--- src/rtl/core/sope_pkg.sv ---
// Shared types, constants and the per-spin factor lookup for the spin operator
// element generator. No dependencies.
`timescale 1ns / 1ps

package sope_pkg;

  localparam int IDX_W    = 16;  // row and column index width
  localparam int OUT_W    = 13;  // result value width
  localparam int SPIN_W   = 4;   // spin count register width
  localparam int OPS_W    = 24;  // packed op code register width
  localparam int OP_W     = 3;   // op code per spin
  localparam int SPIN_LIM = 8;   // most spins the op code register holds
  localparam int HIDX_W   = 8;   // Hilbert index width at SPIN_LIM spins
  localparam int CFG_W    = 2;   // configuration register index width

  localparam logic signed [OUT_W-1:0] OUT_MAX = 13'sd4095;
  localparam logic signed [OUT_W-1:0] OUT_MIN = -13'sd4095 - 13'sd1;

  // configuration register indexes
  localparam logic [CFG_W-1:0] CFG_SPIN_COUNT = 2'd0;
  localparam logic [CFG_W-1:0] CFG_OP_CODES   = 2'd1;
  localparam logic [CFG_W-1:0] CFG_COHERENT   = 2'd2;
  localparam logic [CFG_W-1:0] CFG_LIOUVILLE  = 2'd3;

  // per-spin operator codes; the two unused codes act as identity
  localparam logic [OP_W-1:0] OP_E  = 3'd0;
  localparam logic [OP_W-1:0] OP_LX = 3'd1;
  localparam logic [OP_W-1:0] OP_LY = 3'd2;
  localparam logic [OP_W-1:0] OP_LZ = 3'd3;
  localparam logic [OP_W-1:0] OP_LP = 3'd4;
  localparam logic [OP_W-1:0] OP_LM = 3'd5;

  typedef struct packed {
    logic [IDX_W-1:0] row_index;
    logic [IDX_W-1:0] col_index;
  } req_t;

  typedef struct packed {
    logic signed [OUT_W-1:0] real_part;
    logic signed [OUT_W-1:0] imag_part;
    logic                    out_of_range;
  } res_t;

  // active configuration, spin count already clamped
  typedef struct packed {
    logic [SPIN_W-1:0] n;
    logic [OPS_W-1:0]  ops;
    logic              coherent;
    logic              liouville;
  } cfg_t;

  // one 2x2 factor entry: nonzero flag, phase i^q, and a factor of one half
  typedef struct packed {
    logic       nz;
    logic [1:0] q;
    logic       half;
  } fac_t;

  function automatic fac_t factor(input logic [OP_W-1:0] op, input logic rb,
                                  input logic cb);
    fac_t f;
    f = '{nz: 1'b0, q: 2'd0, half: 1'b0};
    case (op)
      OP_LX: begin
        f.nz   = rb != cb;
        f.half = 1'b1;
      end
      OP_LY: begin
        f.nz   = rb != cb;
        f.half = 1'b1;
        f.q    = rb ? 2'd1 : 2'd3;
      end
      OP_LZ: begin
        f.nz   = rb == cb;
        f.half = 1'b1;
        f.q    = rb ? 2'd2 : 2'd0;
      end
      OP_LP: f.nz = !rb && cb;
      OP_LM: f.nz = rb && !cb;
      default: f.nz = rb == cb;
    endcase
    return f;
  endfunction

endpackage

--- src/rtl/core/spin_operator_element_generator.sv ---
// Spin operator element generator: returns one complex entry of a spin
// operator or its commutation superoperator per request.
// Depends on sope_pkg, sope_cfg and sope_hilbert.
//
// Usage:
//   Configuration: write spin_count, op_codes, coherent_mode and
//   liouville_space through cfg_valid_i / cfg_ready_o with cfg_index_i and
//   cfg_data_i, while no request is in flight. cfg_ready_o is always high.
//   Requests: drive req_i and raise start_i; a word is taken at each edge
//   where start_i is high and busy_o is low. busy_o never rises, so a new
//   request can be issued every cycle.
//   Results: res_o is valid for exactly one cycle with done_o high, after
//   the request passes the input register and then the result register.
//   Throughput is one entry per cycle; the entry is computed by one pass
//   through the per-spin factor logic between the two registers.
//   The receiver cannot stall; results are delivered in request order.
//   Reset clears the pipeline valids and restores the register defaults
//   (one spin, identity ops, sum mode, Hilbert space).
`timescale 1ns / 1ps

module spin_operator_element_generator #(
  parameter int MAX_SPINS = 8
) (
  input  logic                       clk_i,
  input  logic                       rst_ni,
  input  logic                       start_i,
  output logic                       busy_o,
  input  sope_pkg::req_t             req_i,
  output logic                       done_o,
  output sope_pkg::res_t             res_o,
  input  logic                       cfg_valid_i,
  output logic                       cfg_ready_o,
  input  logic [sope_pkg::CFG_W-1:0] cfg_index_i,
  input  logic [sope_pkg::OPS_W-1:0] cfg_data_i
);

  localparam int NMAX = (MAX_SPINS < sope_pkg::SPIN_LIM) ? MAX_SPINS : sope_pkg::SPIN_LIM;
  localparam int SW   = MAX_SPINS + 6;
  localparam int CW   = (SW > sope_pkg::OUT_W + 1) ? SW : sope_pkg::OUT_W + 1;

  localparam logic signed [CW-1:0] SAT_HI = CW'(sope_pkg::OUT_MAX);
  localparam logic signed [CW-1:0] SAT_LO = CW'(sope_pkg::OUT_MIN);

  sope_pkg::cfg_t cfg;

  logic           valid_q;
  sope_pkg::req_t req_q;
  logic           done_q;
  sope_pkg::res_t res_d;
  sope_pkg::res_t res_q;

  logic [sope_pkg::HIDX_W-1:0] hmask;
  logic [sope_pkg::HIDX_W-1:0] r1, r2, c1, c2;
  logic                        oor;
  logic                        en_a, en_b;
  logic signed [SW-1:0]        re_a, im_a, re_b, im_b;
  logic signed [SW-1:0]        re_sum, im_sum;
  logic signed [CW-1:0]        re_w, im_w;

  sope_cfg #(
    .NMAX(NMAX)
  ) u_cfg (
    .clk_i      (clk_i),
    .rst_ni     (rst_ni),
    .cfg_valid_i(cfg_valid_i),
    .cfg_ready_o(cfg_ready_o),
    .cfg_index_i(cfg_index_i),
    .cfg_data_i (cfg_data_i),
    .cfg_o      (cfg)
  );

  assign busy_o = 1'b0;

  always_ff @(posedge clk_i or negedge rst_ni) begin
    if (!rst_ni) begin
      valid_q <= 1'b0;
      done_q  <= 1'b0;
    end else begin
      valid_q <= start_i;
      done_q  <= valid_q;
    end
  end

  always_ff @(posedge clk_i) begin
    if (start_i) begin
      req_q <= req_i;
    end
    if (valid_q) begin
      res_q <= res_d;
    end
  end

  // split indices into the Liouville halves; in Hilbert space r2/c2 equal
  // the in-range index itself
  always_comb begin
    hmask = sope_pkg::HIDX_W'((9'd1 << cfg.n) - 9'd1);
    r1    = sope_pkg::HIDX_W'(req_q.row_index >> cfg.n);
    c1    = sope_pkg::HIDX_W'(req_q.col_index >> cfg.n);
    r2    = req_q.row_index[sope_pkg::HIDX_W-1:0] & hmask;
    c2    = req_q.col_index[sope_pkg::HIDX_W-1:0] & hmask;
    if (cfg.liouville) begin
      oor = ((req_q.row_index >> {cfg.n, 1'b0}) != '0) ||
            ((req_q.col_index >> {cfg.n, 1'b0}) != '0);
    end else begin
      oor = ((req_q.row_index >> cfg.n) != '0) ||
            ((req_q.col_index >> cfg.n) != '0);
    end
    en_a = !cfg.liouville || (r1 == c1);
    en_b = cfg.liouville && (r2 == c2);
  end

  sope_hilbert #(
    .MAX_SPINS(MAX_SPINS),
    .SW       (SW)
  ) u_left (
    .cfg_i(cfg),
    .r_i  (r2),
    .c_i  (c2),
    .re_o (re_a),
    .im_o (im_a)
  );

  // transposed operator acting on the left factor
  sope_hilbert #(
    .MAX_SPINS(MAX_SPINS),
    .SW       (SW)
  ) u_right (
    .cfg_i(cfg),
    .r_i  (c1),
    .c_i  (r1),
    .re_o (re_b),
    .im_o (im_b)
  );

  always_comb begin
    re_sum = (en_a ? re_a : '0) - (en_b ? re_b : '0);
    im_sum = (en_a ? im_a : '0) - (en_b ? im_b : '0);
    re_w   = CW'(re_sum);
    im_w   = CW'(im_sum);
    res_d.out_of_range = oor;
    if (oor) begin
      res_d.real_part = '0;
      res_d.imag_part = '0;
    end else begin
      // saturate into the result range
      if (re_w > SAT_HI) begin
        res_d.real_part = sope_pkg::OUT_MAX;
      end else if (re_w < SAT_LO) begin
        res_d.real_part = sope_pkg::OUT_MIN;
      end else begin
        res_d.real_part = re_w[sope_pkg::OUT_W-1:0];
      end
      if (im_w > SAT_HI) begin
        res_d.imag_part = sope_pkg::OUT_MAX;
      end else if (im_w < SAT_LO) begin
        res_d.imag_part = sope_pkg::OUT_MIN;
      end else begin
        res_d.imag_part = im_w[sope_pkg::OUT_W-1:0];
      end
    end
  end

  assign done_o = done_q;
  assign res_o  = res_q;

endmodule

--- src/rtl/core/sope_cfg.sv ---
// Configuration register file with spin count clamping.
// Depends on sope_pkg.
`timescale 1ns / 1ps

module sope_cfg #(
  parameter int NMAX = 8
) (
  input  logic                       clk_i,
  input  logic                       rst_ni,
  input  logic                       cfg_valid_i,
  output logic                       cfg_ready_o,
  input  logic [sope_pkg::CFG_W-1:0] cfg_index_i,
  input  logic [sope_pkg::OPS_W-1:0] cfg_data_i,
  output sope_pkg::cfg_t             cfg_o
);

  logic [sope_pkg::SPIN_W-1:0] spin_count_q;
  logic [sope_pkg::OPS_W-1:0]  op_codes_q;
  logic                        coherent_q;
  logic                        liouville_q;

  assign cfg_ready_o = 1'b1;

  always_ff @(posedge clk_i or negedge rst_ni) begin
    if (!rst_ni) begin
      spin_count_q <= sope_pkg::SPIN_W'(1);
      op_codes_q   <= '0;
      coherent_q   <= 1'b0;
      liouville_q  <= 1'b0;
    end else if (cfg_valid_i) begin
      case (cfg_index_i)
        sope_pkg::CFG_SPIN_COUNT: spin_count_q <= cfg_data_i[sope_pkg::SPIN_W-1:0];
        sope_pkg::CFG_OP_CODES:   op_codes_q   <= cfg_data_i;
        sope_pkg::CFG_COHERENT:   coherent_q   <= cfg_data_i[0];
        sope_pkg::CFG_LIOUVILLE:  liouville_q  <= cfg_data_i[0];
        default: ;
      endcase
    end
  end

  // clamp into 1..NMAX so every entry stays exact
  always_comb begin
    cfg_o.ops       = op_codes_q;
    cfg_o.coherent  = coherent_q;
    cfg_o.liouville = liouville_q;
    if (spin_count_q == '0) begin
      cfg_o.n = sope_pkg::SPIN_W'(1);
    end else if (spin_count_q > sope_pkg::SPIN_W'(NMAX)) begin
      cfg_o.n = sope_pkg::SPIN_W'(NMAX);
    end else begin
      cfg_o.n = spin_count_q;
    end
  end

endmodule

--- src/rtl/core/sope_hilbert.sv ---
// Hilbert-space entry A[r][c] of the configured operator, combinational.
// Depends on sope_pkg.
`timescale 1ns / 1ps

module sope_hilbert #(
  parameter int MAX_SPINS = 8,
  parameter int SW        = MAX_SPINS + 6
) (
  input  sope_pkg::cfg_t              cfg_i,
  input  logic [sope_pkg::HIDX_W-1:0] r_i,
  input  logic [sope_pkg::HIDX_W-1:0] c_i,
  output logic signed [SW-1:0]        re_o,
  output logic signed [SW-1:0]        im_o
);

  // one in fixed point
  localparam logic [SW-1:0] UNIT = {{(SW-MAX_SPINS-1){1'b0}}, 1'b1, {MAX_SPINS{1'b0}}};

  always_comb begin
    logic [2:0]                  pos;
    logic [sope_pkg::OP_W-1:0]   op;
    sope_pkg::fac_t              f;
    logic [1:0]                  qs;
    logic [3:0]                  hs;
    logic                        all_nz;
    logic [sope_pkg::HIDX_W-1:0] diff;
    logic [sope_pkg::HIDX_W-1:0] mask;
    logic signed [SW-1:0]        mag;
    logic signed [SW-1:0]        sre;
    logic signed [SW-1:0]        sim;
    pos    = '0;
    op     = '0;
    f      = '0;
    mask   = '0;
    mag    = '0;
    qs     = 2'd0;
    hs     = 4'd0;
    all_nz = 1'b1;
    sre    = '0;
    sim    = '0;
    diff   = r_i ^ c_i;
    for (int k = 0; k < sope_pkg::SPIN_LIM; k++) begin
      if (4'(k) < cfg_i.n) begin
        // spin 0 sits on the most significant index bit
        pos    = 3'(cfg_i.n - 4'(k) - 4'd1);
        op     = cfg_i.ops[sope_pkg::OP_W*k +: sope_pkg::OP_W];
        f      = sope_pkg::factor(op, r_i[pos], c_i[pos]);
        all_nz = all_nz & f.nz;
        qs     = qs + f.q;
        hs     = hs + {3'b000, f.half};
        mask   = sope_pkg::HIDX_W'(1) << pos;
        mag    = f.half ? signed'(UNIT >> 1) : signed'(UNIT);
        // a single-spin term is identity elsewhere: other bits must match
        if (op != sope_pkg::OP_E && op <= sope_pkg::OP_LM &&
            (diff & ~mask) == '0 && f.nz) begin
          case (f.q)
            2'd0:    sre = sre + mag;
            2'd1:    sim = sim + mag;
            2'd2:    sre = sre - mag;
            default: sim = sim - mag;
          endcase
        end
      end
    end
    if (cfg_i.coherent) begin
      re_o = '0;
      im_o = '0;
      mag  = signed'(UNIT >> hs);
      if (all_nz) begin
        case (qs)
          2'd0:    re_o = mag;
          2'd1:    im_o = mag;
          2'd2:    re_o = -mag;
          default: im_o = -mag;
        endcase
      end
    end else begin
      re_o = sre;
      im_o = sim;
    end
  end

endmodule
--- config.mk ---
export PLATFORM = sky130hd
export DESIGN_NAME = spin_operator_element_generator
export DESIGN_NICKNAME = d
export VERILOG_FILES = /design/src/rtl/core/sope_pkg.sv /design/src/rtl/core/spin_operator_element_generator.sv /design/src/rtl/core/sope_cfg.sv /design/src/rtl/core/sope_hilbert.sv
export SDC_FILE = /design/constraint.sdc
export NUM_CORES = 1
export LEC_CHECK = 0
export ABC_AREA = 1
export BUFFER_PORTS_ARGS = -buffer_cell sky130_fd_sc_hd__buf_2
export CORE_MARGIN = 1.5
export CORE_UTILIZATION = 40
export CTS_BUF_LIST = sky130_fd_sc_hd__clkbuf_4 sky130_fd_sc_hd__clkbuf_8 sky130_fd_sc_hd__clkbuf_16
export DETAILED_ROUTE_END_ITERATION = 8
export HOLD_SLACK_MARGIN = 0.03
export SETUP_SLACK_MARGIN = 0.2
export SLEW_MARGIN = 25
export SYNTH_ARGS = -nofsm -noshare
export SYNTH_HDL_FRONTEND = slang
export SYNTH_SLANG_ARGS = --single-unit
--- constraint.sdc ---
create_clock -name clk_i -period 16.4 [get_ports clk_i]
set_input_delay 0 -clock clk_i [delete_from_list [all_inputs] [get_ports clk_i]]
set_output_delay 0 -clock clk_i [all_outputs]
set_load 0.01 [all_outputs]
==> results of run 1 <==
-- placed cells by master, fill, tap and decap left out, drive strengths merged, types with 31 or more instances in the layout --
master          n
ha            262
nor3           38
buf           108
inv           605
edfxtp         59
a21oi         177
o21ai         236
xor2           54
nor2          319
xnor2          60
dfrtp          31
or2            41
dlygate4sd3    61
nand4          61
nand3         419
nand2        1010
-- area by class of cell --
cell class                      instances  area (sq um)
Multi-Input combinational cell       2874         16330
Sequential cell                        91          2574
Timing Repair Buffer                  169          1199
Inverter                              611          2298
Tap cell                              688         860.8
Clock buffer                           11         246.5
Fill cell                            5820         29420
Clock inverter                          5         45.04
-- kinds of logic after synthesis --
family                   count (synthesis)  synth area share [%]
adder cells (fa/ha/maj)                280                 16.87
other                                    2               0.03482
AO/OA/AOI/OAI                          545                 14.55
flip-flops                              91                 11.93
AND/OR/NAND/NOR                       1922                 39.06
buffers and inverters                  684                 12.40
XOR/XNOR                               114                 4.629
multiplexers                            11                0.5337
-- synth_stat cells, types with 10 or more instances --
cell	count
nand2_1	986
inv_1	574
nand3_1	404
nor2_1	304
ha_1	262
o21ai_0	176
a21oi_1	171
xnor2_1	60
edfxtp_1	59
nand4_1	59
xor2_1	54
o21ai_1	45
or2_2	34
nor3_1	33
dfrtp_1	31
clkbuf_1	28
inv_2	27
o211ai_1	24
a31oi_1	23
buf_2	21
nand2_2	19
fa_1	18
a21o_1	15
nand3b_1	15
o21ai_2	15
nand3_2	14
o22ai_1	12
nor2_2	11
o21bai_1	11
o31ai_1	11
buf_1	10
-- where the power goes --
| group | internal [mW] | switching (mW) | total (mW) |
|---|---|---|---|
| Clock | 0.111 | 0.115 | 0.226 |
| Sequential | 0.272 | 0.0305 | 0.303 |
| Combinational | 0.515 | 1.32 | 1.84 |
-- state kept, by name (all words and copies together), names as in the netlist --
name,cells
valid_q,1
u_cfg.op_codes_q,24
u_cfg.coherent_q,1
u_cfg.liouville_q,1
u_cfg.spin_count_q,4
done_o,1
res_o,27
req_q,32
-- worst min path at each step --
stage	start	end
finish	start_i	valid_q
floorplan	rst_ni	done_o
CTS	start_i	valid_q
global placement	req_i[9]	req_q[9]
global route	start_i	valid_q
detailed placement	req_i[18]	req_q[18]
-- worst reg2reg max path, delay by kind of cell, from the launching register on --
| family | cells | cell delay [ns] |
|---|---|---|
| mux | 1 | 0.26 |
| flops | 1 | 0.63 |
| buf+inv | 14 | 1.52 |
| fa+ha+maj | 11 | 3.58 |
| xor+xnor | 4 | 0.62 |
| simple gates | 33 | 5.16 |
| compound gates | 12 | 2.43 |
-- layer usage --
layer | track usage [%] | vias to the layer above | wire (um) | part of all wire, %
met5 | 0 | - | 0 | 0
met4 | 12.84 | 0 | 3738 | 4.5
met3 | 5.113 | 161 | 6817 | 8.2
met2 | 46.51 | 940 | 35630 | 43
met1 | 40.16 | 11230 | 37100 | 45
li1 | - | 12140 | - | -
==> impl_metrics.yaml, run 1 <==
placed_design:
  dp_slack_ns: 2.370
  dp.cells: 4372
  place_area_sq_um: 22650
  place_congestion: 1.036
  dp_hpwl_um: 68890
  portBuffers: 89
clocking:
  cts.htree.levels: 3
  cts_tree: "built"
  cts_inserted_buffers: 9
  clk_latency_ns: 0.42
  clk_pin_slew_ns: 0.07
  clockBufferDepth: 2
  numClockSinks: 91
  root_buffer: "clkbuf_16"
  hold_buffers: 61
  cts_resized: 0
  postCtsSetupBuffers: 0
logic_synthesis:
  yosysTopAreaCellShare_pct: 17.16
  syn-num-nets: 3991
  syn_inst: 3649
  ys_seq_area_share_pct: 11.93
  netlist_area_sq_um: 21570
  synth_edf_count: 59
  synth_area_leaders: "nand2_1 17%, ha_1 15%, inv_1 10%"
  syn-mean-instance-area_sq_um: 5.911
  ys_async_sr_fraction_pct: 35.16
  synth_warnings: 0
  synth-main-ff-cell: "edfxtp_1"
  yosysUniqueCellTypes: 69
  synth_top_area_cell: "nand2_1"
  synth-seq-cells: 91
sta:
  finalCritPeriodShare_pct: 88.09
  fmaxAchievable_ghz: 0.06922
  drv_slew: 0
  worst_slack_ns: 1.953
  tns_ns: 0
  hold_ws_ns: 0.07348
  setup_viol: 0
  hold_violations: 0
  rsz0062_at_grt: "no"
  period_needed_ns: 14.45
  tightest_slew_ns: 0.9714
  finClkSkew_ns: 0.02507
  max_slew_margin_pct: 34.55
worst_setup_path:
  slowest_delay_ns: 0.73
  path_max_fanout: 74
  critPathLaunch: "u_cfg.spin_count_q[3]"
  reg2reg_slack_ns: 1.95
  endpoint_kind: "register"
  r2r-end: "res_o[11]"
  reg2reg_depth: 75
  cpMostUsedCell: "nand2_1"
  cp.depth: 75
  critPathBufInv: 14
  criticalPathCategory: "reg2reg"
  required_ns: 16.55
  crit_slowest_cell: "nor2_4"
  worstSetupEndpoint: "res_o[11]"
  path_delay_family: "simple AND/OR/NAND/NOR gates"
  r2r_start: "u_cfg.spin_count_q[3]"
  crit_path_start_kind: "register"
  cp.arrival_ns: 14.60
grt:
  grt_max_degree: 75
  grt_pass1_vias: 22400
  grt_pass1_wl_um: 128200
  antenna_found_initial: 0
  grt_use_total_pct: 29.74
  grt-ovfl-total: 0
finish:
  fin_area_sq_um: 23550
  drive_gt1_share_pct: 7.525
  antenna_cells: 0
  finalCoreUtilization_pct: 44.46
  syn_to_final_growth_pct: 9.183
  fin_cells: 4449
  fin_nets: 4098
min_path:
  worstHoldPathCells: 1
  hold_class: "in2reg"
die:
  die_w_um: 235.2
  dieArea_sq_um: 55330
  die_h_um: 235.2
  core_area_sq_um: 52970
  core.rowCount: 84
  io_pins: 92
  initial_utilization_pct: 40.72
drt:
  wl_per_cell_um: 18.72
  first_pass_iters: 8
  post-route-drc-count: 0
  antenna_left: 0
  drt_iter0_drc: 2671
  avgViaCountPerCell: 5.501
  vias: 24470
  drt_wl_total_um: 83290
power_and_ir_drop:
  power_density_nw_per_um2: 100.6
  worst_ir_drop_vdd_uv: 63.69
  leakagePower_nw: 13.42
  finalPower_mw: 2.368
run_status:
  status: "finished clean"
run:
  drv_cap: 0
Power figures use the tool's default switching activity.
==> run 2, diff against run 1 <==
Settings changed: ABC_AREA 1 to not set.
==> run 2 against run 1 <==
Net effect: largest cell class unchanged; non-clock buffer count increased by 23; area after synthesis increased by 0.87%; die area increased by 0.86%; critical path type unchanged; global-route usage increased by 0.30 points; design area increased by 0.38%; largest power group unchanged; clock power about the same; worst hold slack improved by 0.011 ns.
==> impl_metrics.yaml, run 2 <==
run_status:
  status: "finished clean"
sta:
  tightest_slew_ns: 1.183
  tns_ns: 0
  hold_violations: 0
  fmaxAchievable_ghz: 0.06515
  setup_viol: 0
  drv_slew: 0
  finClkSkew_ns: 0.02054
  max_slew_margin_pct: 20.82
  finalCritPeriodShare_pct: 93.60
  period_needed_ns: 15.35
  hold_ws_ns: 0.08430
  rsz0062_at_grt: "no"
logic_synthesis:
  synth_common_cells: "262 x ha_1, 254 x nand2_1, 248 x nor2_1"
  synth_top_area_cell: "ha_1"
  yosysUniqueCellTypes: 123
  syn-mean-instance-area_sq_um: 7.696
  synth-seq-cells: 91
  synth_area_leaders: "ha_1 15%, edfxtp_1 8.1%, mux2_2 5.9%"
  ys_seq_area_share_pct: 11.83
  synth_edf_count: 59
  syn_inst: 2827
  syn-num-nets: 3169
  netlist_area_sq_um: 21760
  synth-main-ff-cell: "edfxtp_1"
  ys_async_sr_fraction_pct: 35.16
  yosysMostFrequentCell: "ha_1"
  synth_warnings: 0
  yosysTopAreaCellShare_pct: 15.07
worst_setup_path:
  path_max_fanout: 45
  cp.arrival_ns: 15.46
  endpoint_kind: "register"
  crit_slowest_cell: "dfstp_4"
  criticalPathCategory: "reg2reg"
  required_ns: 16.51
  cpMostUsedCell: "ha_1"
  slowest_delay_ns: 0.99
  crit_path_start_kind: "register"
run:
  drv_cap: 0
die:
  die_h_um: 236.2
  io_pins: 92
  initial_utilization_pct: 40.43
  dieArea_sq_um: 55800
  core_area_sq_um: 53810
  die_w_um: 236.2
  core.rowCount: 85
finish:
  antenna_cells: 0
  drive_gt1_share_pct: 13.07
  layout_common_cells: "262 x ha_1, 253 x nand2_1, 247 x nor2_1"
  fin_nets: 3229
  fillers: 5396
  final_common_cell: "ha_1"
  largest_register_ff_count: 32
  largest_register: "req_q"
  syn_to_final_growth_pct: 8.655
grt:
  grt_pass1_vias: 21570
  grt-ovfl-total: 0
  grt_use_total_pct: 30.04
  grt_pass1_wl_um: 129500
  antenna_found_initial: 1
  grt_max_degree: 51
clocking:
  clk_pin_slew_ns: 0.07
  cts_tree: "built"
  postCtsSetupBuffers: 0
  cts.htree.levels: 3
  cts_inserted_buffers: 9
  clockBufferDepth: 2
  clk_latency_ns: 0.41
  numClockSinks: 91
  root_buffer: "clkbuf_16"
drt:
  drt_wl_total_um: 84670
  antenna_left: 0
  avgViaCountPerCell: 6.198
  vias: 22240
  drt_iter0_drc: 2109
  post-route-drc-count: 0
  first_pass_iters: 8
  wl_per_cell_um: 23.60
min_path:
  hold_class: "in2reg"
placed_design:
  place_congestion: 1.012
  dp_hpwl_um: 68460
  portBuffers: 89
power_and_ir_drop:
  worst_ir_drop_vdd_uv: 69.29
  power_density_nw_per_um2: 125.8
  leakagePower_nw: 10.76
run 2: cell types whose count changed after synthesis, sizes merged, moves of 67 or more:
cell | before | now
nand2 | 1010 | 256
inv | 603 | 195
nand3 | 419 | 62
mux2 | 4 | 118
nor2 | 319 | 250
mux2i | 7 | 74
run 2: repair_timing:
| item | 4_1_cts | 5_1_grt |
|---|---|---|
| resized for setup | 0 | 2 |
| endpoints found under the hold margin | 94 | 0 |
| hold buffers | 61 | 0 |
| endpoints found under the setup margin | 0 | 24 |
run 2: per-stage QoR:
stage	setup slack (ns)	instance area, sq um	utilization (%)	instances	power, mW
5_1_grt	0.2102	23640	43.93	3588	3.176
4_1_cts	0.9345	23630	43.91	3588	2.915
2_1_floorplan	2.018	21760	-	2827	1.954
6_report	1.050	23640	43.93	3588	2.975
3_5_place_dp	1.013	22730	42.25	3511	2.662
3_3_place_gp	1.503	22720	42.22	3511	2.611
run 2: path summary, 6_finish.rpt:
| kind | start | to | slack [ns] | cells past startpoint |
|---|---|---|---|---|
| worst max-delay path | u_cfg.spin_count_q[0] | res_o[17] | 1.05 | 62 |
| worst min-delay path | start_i | valid_q | 0.08 | 1 |
| worst max register to register | u_cfg.spin_count_q[0] | res_o[17] | 1.05 | 62 |
| worst min register to register | u_cfg.op_codes_q[23] | u_cfg.op_codes_q[23] | 0.72 | 1 |
| max in group asynchronous | rst_ni | valid_q | 15.79 | 2 |
| min in group asynchronous | rst_ni | u_cfg.spin_count_q[3] | 0.16 | 2 |
run 2: layout make-up:
cell class              instances  area [sq um]  area share, %
multi-input cells            2395         17790          75.24
flip-flops and latches         91          2580          10.91
repair buffers                192          1374          5.811
well taps                     696         870.8          3.684
inverters                     198         743.2          3.144
clock buffers                  11         246.5          1.043
clock inverters                 5         38.79         0.1641
run 2: report_power, final:
group	leakage (nW)	internal, mW	switching [mW]	total [mW]
registers	0.966	0.281	0.0860	0.367
logic	9.66	0.833	1.55	2.38
clock network	0.140	0.110	0.117	0.227
total	10.8	1.22	1.75	2.97
run 2: cell families after synthesis:
kind of cell	share of synthesized area (%)
xor gates and xnor gates	8.287
muxes	10.44
and+or+nand+nor	21.59
DFF	11.83
AOI/OAI and AO/OA	24.48
buffers and inverters	6.567
other	0.03452
adders and majority gates	16.77
run 2: worst max-delay path: cells and delay by family, from the launching register on:
kind,cells,cell delay [ns]
AOI/OAI and AO/OA,20,4.11
adders and majority gates,11,3.48
DFF,1,0.99
xor gates and xnor gates,2,0.37
muxes,5,1.60
buffers and inverters,5,0.44
and+or+nand+nor,19,4.04
run 2: routing by layer:
metal  track usage (%)  vias to the layer above  wire (um)
met5                 0                        -         15
met4             16.34                        2       5094
met3             4.389                      201       6176
met2             47.93                      968      37130
met1             39.00                    10640      36250
li1                  -                    10430          -
